## src/rtl/dpfl_pkg.sv

```systemverilog
// package for the dated price floor lookup
// table geometry, status codes and field widths; no dependencies
package dpfl_pkg;
  localparam int TableDepth = 4096;
  localparam int AddrW = $clog2(TableDepth);
  localparam int CountW = AddrW + 1;
  localparam int KeyW = 23;
  localparam int PriceW = 40;
  localparam int AmountW = 27;
  localparam int ValueW = 50;

  typedef enum logic [2:0] {
    ST_OK = 3'd0,
    ST_BAD_DATE = 3'd1,
    ST_RANGE = 3'd2,
    ST_NEG = 3'd3,
    ST_LARGE = 3'd4,
    ST_EMPTY = 3'd5,
    ST_NO_EARLIER = 3'd6,
    ST_FULL = 3'd7
  } status_t;

  localparam logic [1:0] REG_YEAR = 2'd0;
  localparam logic [1:0] REG_MONTH = 2'd1;
  localparam logic [1:0] REG_DAY = 2'd2;

  localparam logic [13:0] MinYear = 14'd2009;
  localparam logic [AmountW-1:0] MaxAmount = AmountW'(1000 << 16);

  typedef struct packed {
    logic       cmd;
    logic [13:0] year;
    logic [6:0]  month;
    logic [6:0]  day;
    logic [PriceW-1:0] price;
    logic [AmountW-1:0] amount;
  } in_item_t;

  typedef struct packed {
    logic [2:0] status;
    logic [PriceW-1:0] rate;
    logic [ValueW-1:0] value;
  } out_item_t;

  function automatic logic [KeyW-1:0] make_key(logic [13:0] y, logic [3:0] m, logic [4:0] d);
    make_key = {y, m, d};
  endfunction
endpackage

```

## src/rtl/dpfl_check.sv

```systemverilog
// query date and amount checks, pure logic
// depends on dpfl_pkg
module dpfl_check
  import dpfl_pkg::*;
(
  input  logic [13:0] year,
  input  logic [6:0]  month,
  input  logic [6:0]  day,
  input  logic [AmountW-1:0] amount,
  input  logic [KeyW-1:0] today,
  output logic [2:0]  status
);
  logic leap;
  logic [4:0] lim;
  logic cal_ok;
  logic [KeyW-1:0] key;
  logic [26:0] cent_prod;
  logic [7:0] cent;
  logic [13:0] cent_rem;

  always_comb begin
    // year / 100 by reciprocal multiplication, exact for 14-bit years
    cent_prod = 27'(year) * 27'd5243;
    cent = cent_prod[26:19];
    cent_rem = year - 14'(cent) * 14'd100;
    leap = ((year[1:0] == 2'b00) && (cent_rem != 14'd0)) ||
           ((cent_rem == 14'd0) && (cent[1:0] == 2'b00));
    unique case (month)
      7'd2: lim = leap ? 5'd29 : 5'd28;
      7'd4, 7'd6, 7'd9, 7'd11: lim = 5'd30;
      default: lim = 5'd31;
    endcase
    cal_ok = (month >= 7'd1) && (month <= 7'd12) && (day >= 7'd1) && (day <= {2'b0, lim});
    key = make_key(year, month[3:0], day[4:0]);
    priority if (!cal_ok) status = ST_BAD_DATE;
    else if (year < MinYear || key > today) status = ST_RANGE;
    else if (amount[AmountW-1]) status = ST_NEG;
    else if (amount > MaxAmount) status = ST_LARGE;
    else status = ST_OK;
  end
endmodule

```

## config.mk

```make
export PLATFORM = sky130hd
export DESIGN_NAME = dpfl_check
export DESIGN_NICKNAME = d
export VERILOG_FILES = /design/src/rtl/dpfl_pkg.sv /design/src/rtl/dpfl_check.sv
export SDC_FILE = /design/constraint.sdc
export NUM_CORES = 1
export LEC_CHECK = 0
export BUFFER_PORTS_ARGS = -buffer_cell sky130_fd_sc_hd__buf_2
export CAP_MARGIN = 20
export CORE_MARGIN = 2
export CORE_UTILIZATION = 55
export DETAILED_ROUTE_END_ITERATION = 16
export GPL_ROUTABILITY_DRIVEN = 1
export GPL_TIMING_DRIVEN = 0
export PLACE_DENSITY = 0.89
export SYNTH_ARGS = -nofsm -noshare
export SYNTH_HDL_FRONTEND = slang
export SYNTH_SLANG_ARGS = --single-unit
```

## constraint.sdc

```tcl
create_clock -name vclk -period 10.7
set_clock_uncertainty 0.05 [all_clocks]
set_input_delay 1.07 -clock vclk [all_inputs]
set_output_delay 1.07 -clock vclk [all_outputs]
set_load 0.1 [all_outputs]
```

## Word-level counts from Yosys, hierarchy flattened

Index checks and enable logic that the tools add are counted.

| cells by class | value |
|---|---|
| magnitude comparators | 7 |
| multiply operators | 2 |
| add/subtract/negate cells | 1 |
| reductions and logical operators | 12 |
| mux-type cells | 6 |
| equal/unequal tests | 5 |

Operator list:

| kind | count |
|---|---|
| 27-bit by 26-bit > comparator with 1-bit output (second input constant) | 1 |
| 14-bit by 13-bit multiplier with 27-bit output (second input constant) | 1 |
| 23-bit > comparator | 1 |
| 7-bit by 3-bit equality test with 1-bit output (second input constant) | 2 |
| 7-bit by 4-bit equality test with 1-bit output (second input constant) | 2 |
| 7-bit by 1-bit >= comparator with 1-bit output (second input constant) | 2 |
| 14-bit zero test | 1 |
| 14-bit by 11-bit < comparator with 1-bit output (second input constant) | 1 |
| 14-bit nonzero test | 1 |
| 14-bit subtractor | 1 |
| 8-bit by 5-bit multiplier with 12-bit output (second input constant) | 1 |
| 3-bit two-way mux | 4 |
| 7-bit by 2-bit equality test with 1-bit output (second input constant) | 1 |
| 7-bit by 4-bit <= comparator with 1-bit output (second input constant) | 1 |
| 7-bit by 5-bit <= comparator with 1-bit output | 1 |
| 1-bit logical AND | 5 |
| 2-bit zero test | 2 |
| 2-bit case mux with 2 select lines | 1 |
| 4-bit OR reduction | 1 |
| 1-bit logical OR | 2 |
| 1-bit two-way mux | 1 |

| word-level totals | value |
|---|---|
| register bits | 0 |
| bits of input ports | 78 |
| logic and storage cells | 33 |
| output and inout port bits | 3 |

## Depth between registers and ports, before layout

| depth | value |
|---|---|
| depth after elaboration | 11 |
| mapped depth | 44 |
| gate-level depth less buffers | 43 |

## Worst setup path before layout

Ideal clock, no wire load.

| timing path | value |
|---|---|
| path type | input port to output port |
| start point | input year[5] |
| end point | output status[2] |
| buffers on the path | 1 |
| data required time | 9.580 ns |
| cell stages on the path | 40 |
| setup slack | -2.386 ns |
| data arrival time | 11.966 ns |
| path through | inv_1 -> fa_1 -> inv_1 -> ha_1 -> fa_1 -> fa_1 -> inv_1 -> fa_1 -> inv_1 -> ha_1 -> a211oi_1 -> o21ai_0 -> a21oi_1 -> a21oi_1 -> o21ai_1 -> a21oi_1 -> o21a_1 -> o21a_1 -> (+4 left out) -> fa_1 -> inv_1 -> ha_1 -> inv_1 -> o21bai_1 -> xnor2_1 -> ha_1 -> clkbuf_1 -> a211oi_1 -> a21oi_1 -> or3_1 -> a2111oi_0 -> a31oi_1 -> ha_1 -> a211oi_1 -> nor3_1 -> o2111ai_1 -> nor4_1 |

| on the way | value |
|---|---|
| word-level cells in the longest chain between the ends | 11 |
| elaborated cells between the ends (all ways) | 18 |
| those cells by class | add/sub: 1; mul: 2; order compare: 3; mux: 4; reduce/logical: 8 |

RTL lines:

| what | line | RTL |
|---|---|---|
| start: declaration | dpfl_check.sv:6 | `input logic [13:0] year,` |
| 14-bit by 13-bit multiplier with 27-bit output | dpfl_check.sv:23 | `cent_prod = 27'(year) * 27'd5243;` |
| 8-bit by 5-bit multiplier with 12-bit output | dpfl_check.sv:25 | `cent_rem = year - 14'(cent) * 14'd100;` |
| 14-bit subtractor | dpfl_check.sv:25 |  |
| 14-bit nonzero test or 14-bit zero test (tied branches) | dpfl_check.sv:26, dpfl_check.sv:27 |  |
| 1-bit logical AND (on tied branches) | dpfl_check.sv:26, dpfl_check.sv:27 |  |
| 1-bit logical OR | dpfl_check.sv:26 | `leap = ((year[1:0] == 2'b00) && (cent_rem != 14'd0)) \|\|` |
| 1-bit two-way mux | dpfl_check.sv:29 | `7'd2: lim = leap ? 5'd29 : 5'd28;` |
| 2-bit case mux with 2 select lines | dpfl_check.sv:28 | `unique case (month)` |
| 7-bit by 5-bit <= comparator with 1-bit output | dpfl_check.sv:33 | `cal_ok = (month >= 7'd1) && (month <= 7'd12) && (day >= 7'd1) && (day <= {2'b0, lim});` |
| 1-bit logical AND | dpfl_check.sv:33 |  |
| 3-bit two-way mux (*) | dpfl_check.sv:35 | `priority if (!cal_ok) status = ST_BAD_DATE;` |
| end: declaration | dpfl_check.sv:11 | `output logic [2:0] status` |

Every way passes the cells marked *; elsewhere a longest branch is shown, timed or not.

## Worst setup path in the final report

| timing path | value |
|---|---|
| start point | input year[12] |
| end point | output status[2] |

The elaborated chain is that of the path after synthesis.

==> impl_metrics.toml <==
[critical_path]
critPathCaptureType = "primary output"
worstPathArrival_ps = 9790
crit_type = "in -> out"
crit_family = "adder cells"
cp.required_ps = 9580
cp_slowest_cell = "fa_1"
crit_fanout = 9
cp_num_buf_inv = 9
cp_slowest_stage_delay_ps = 530
startpoint_type = "primary input"
crit_path_frequent_cell = "inv_1"

[worst_hold_path]
hp-start = "amount[26]"
whs_path_depth = 3
hp-class = "in -> out"
hold-path-endpoint = "status[2]"

[logic_synthesis]
synth_top_cell_area_share_pct = 38.6
syn-num-nets = 917
synth_common_cells = "ha_1 (165), inv_1 (160), fa_1 (66)"
syn_area_sq_mm = 0.00535
ys_seq_area_share_pct = 0
synth_cell_types = 48
synth_area_leaders = "ha_1 (39%), fa_1 (25%), inv_1 (11%), a21oi_1 (2.6%), a21o_1 (1.8%)"
yosysMostFrequentCell = "ha_1"
synth_top_area_cell = "ha_1"
synth_area_per_cell_sq_um = 8.79
netlist_instances = 608
synth_warnings = 0

[layout]
area_growth_pct = 21.8
n_fill_cell = 641
ff_latch_area_sq_um = 0
numSequentialCells = 0
layout-drive-gt1-share_pct = 24.8
final_area_sq_mm = 0.00651
insertedDiodeCount = 0
nets = 1017
nClkBuffers = 0

[sta]
slew_headroom_pct = 55.7
tns_ps = -229
finalSetupViolCount = 2
min_period_ps = 10910
worst_slew_pin_slew_ps = 659
fin_crit_sh_pct = 102
max_freq_mhz = 91.7
setup_ws_ps = -211
rsz0062_at_grt = "yes"
hold_violations = 0
finalMaxSlewViolations = 0

[drt]
drt_wl_total_um = 13800
vias = 4646
drc_errors = 0
firstDrtPassIters = 4
drt_iter0_drc = 141
routed_wire_length_per_instance_um = 16.5
viasPerCell = 5.56
ant_nets = 0

[floorplan]
rows = 35
fp.coreArea_sq_mm = 0.00933
io_pins = 81
dieWidth_um = 103
chipHeight_um = 103
dieArea_sq_mm = 0.0105
initial_utilization_pct = 57.3

[place]
dp.final_hpwl_um = 11400
portBuffers = 81
dpl-instance-area_sq_mm = 0.00603
gp_congestion = 0.959

[grt]
first_global_vias = 5090
grt_max_degree = 12
grt.total_usage_pct = 26.9
grt_pass1_wl_um = 22500
grt.overflow.total = 0
antenna_found_initial = 0

[job]
drv_cap = 0

[run_status]
failed_checks = "setup timing"
status = "finished, violations left"
## layer usage
layer  global-route usage [%]  share of wire (%)  vias up
met5                        0                  0        -
li1                         -                  -     2228
met1                     31.4                 40     2240
met3                     1.76                3.4       47
met2                     51.4                 53      131
met4                     9.54                3.8        0
## worst min-delay path: cells and delay by family
kind	cells	cell delay [ps]
AND/OR/NAND/NOR	1	60
buffers and inverters	2	300
## cells by family (layout without fill, tap and decap cells)
logic type	after synthesis	count (layout)	share of synthesized area, %
buf+inv	163	261	11.5
simple gates	97	97	9.48
xor+xnor	16	16	2.62
mux	4	4	0.772
compound gates	97	97	12.3
fa+ha+maj	231	231	63.3
## cell usage in the layout (no fill, tap or decap), drive strengths merged, types with 2 or more instances in the layout
master and n:
a21oi 29, nor4 8, a21o 14, mux2i 3
and2 4, a211oi 6, o21a 10, nand2b 4
o21ai 19, nor2 18, or4 2, ha 165
buf 100, nand3 9, o31a 2, xnor2 11
a31oi 2, nor2b 5, o21bai 3, xor2 5
or3 3, fa 66, nor3 12, and3 5
nand2 17, inv 160, o31ai 2, a211o 3
nand4 8
## area by class of cell
class / count / area [sq um] / share of cell area (%)
multi-input cells: 445 / 5060 / 77.7
well taps: 129 / 161 / 2.48
repair buffers: 100 / 678 / 10.4
inverters: 161 / 613 / 9.41
## stage by stage
stage | utilization (%) | hold slack [ps] | cells | setup slack (ps)
4_1_cts | 68.8 | 2450 | 828 | -65.1
3_3_place_gp | 64.7 | 2540 | 818 | -1110
3_5_place_dp | 64.7 | 2540 | 818 | -1230
6_report | 69.8 | 2450 | 835 | -211
5_1_grt | 69.8 | 2460 | 835 | -598
2_1_floorplan | - | 2190 | 608 | -412
## worst max-delay path by stage
stage	start	slack (ps)	end	cells after the start
floorplan	year[5]	-410	status[2]	43
global placement	year[11]	-1110	status[2]	43
detailed placement	year[11]	-1230	status[2]	43
CTS	year[10]	-70	status[2]	42
global route	year[5]	-600	status[2]	43
finish	year[12]	-210	status[2]	43
## what timing repair did
action | 4_1_cts | 5_1_grt
hold buffers | 0 | 0
pin swaps | 45 | 8
setup endpoints to repair | 3 | 3
buffers inserted | 12 | 7
gates resized for setup | 74 | 16
Power is not shown: default switching activity piles up to over one toggle a cycle in this logic, so the estimate is an artifact.
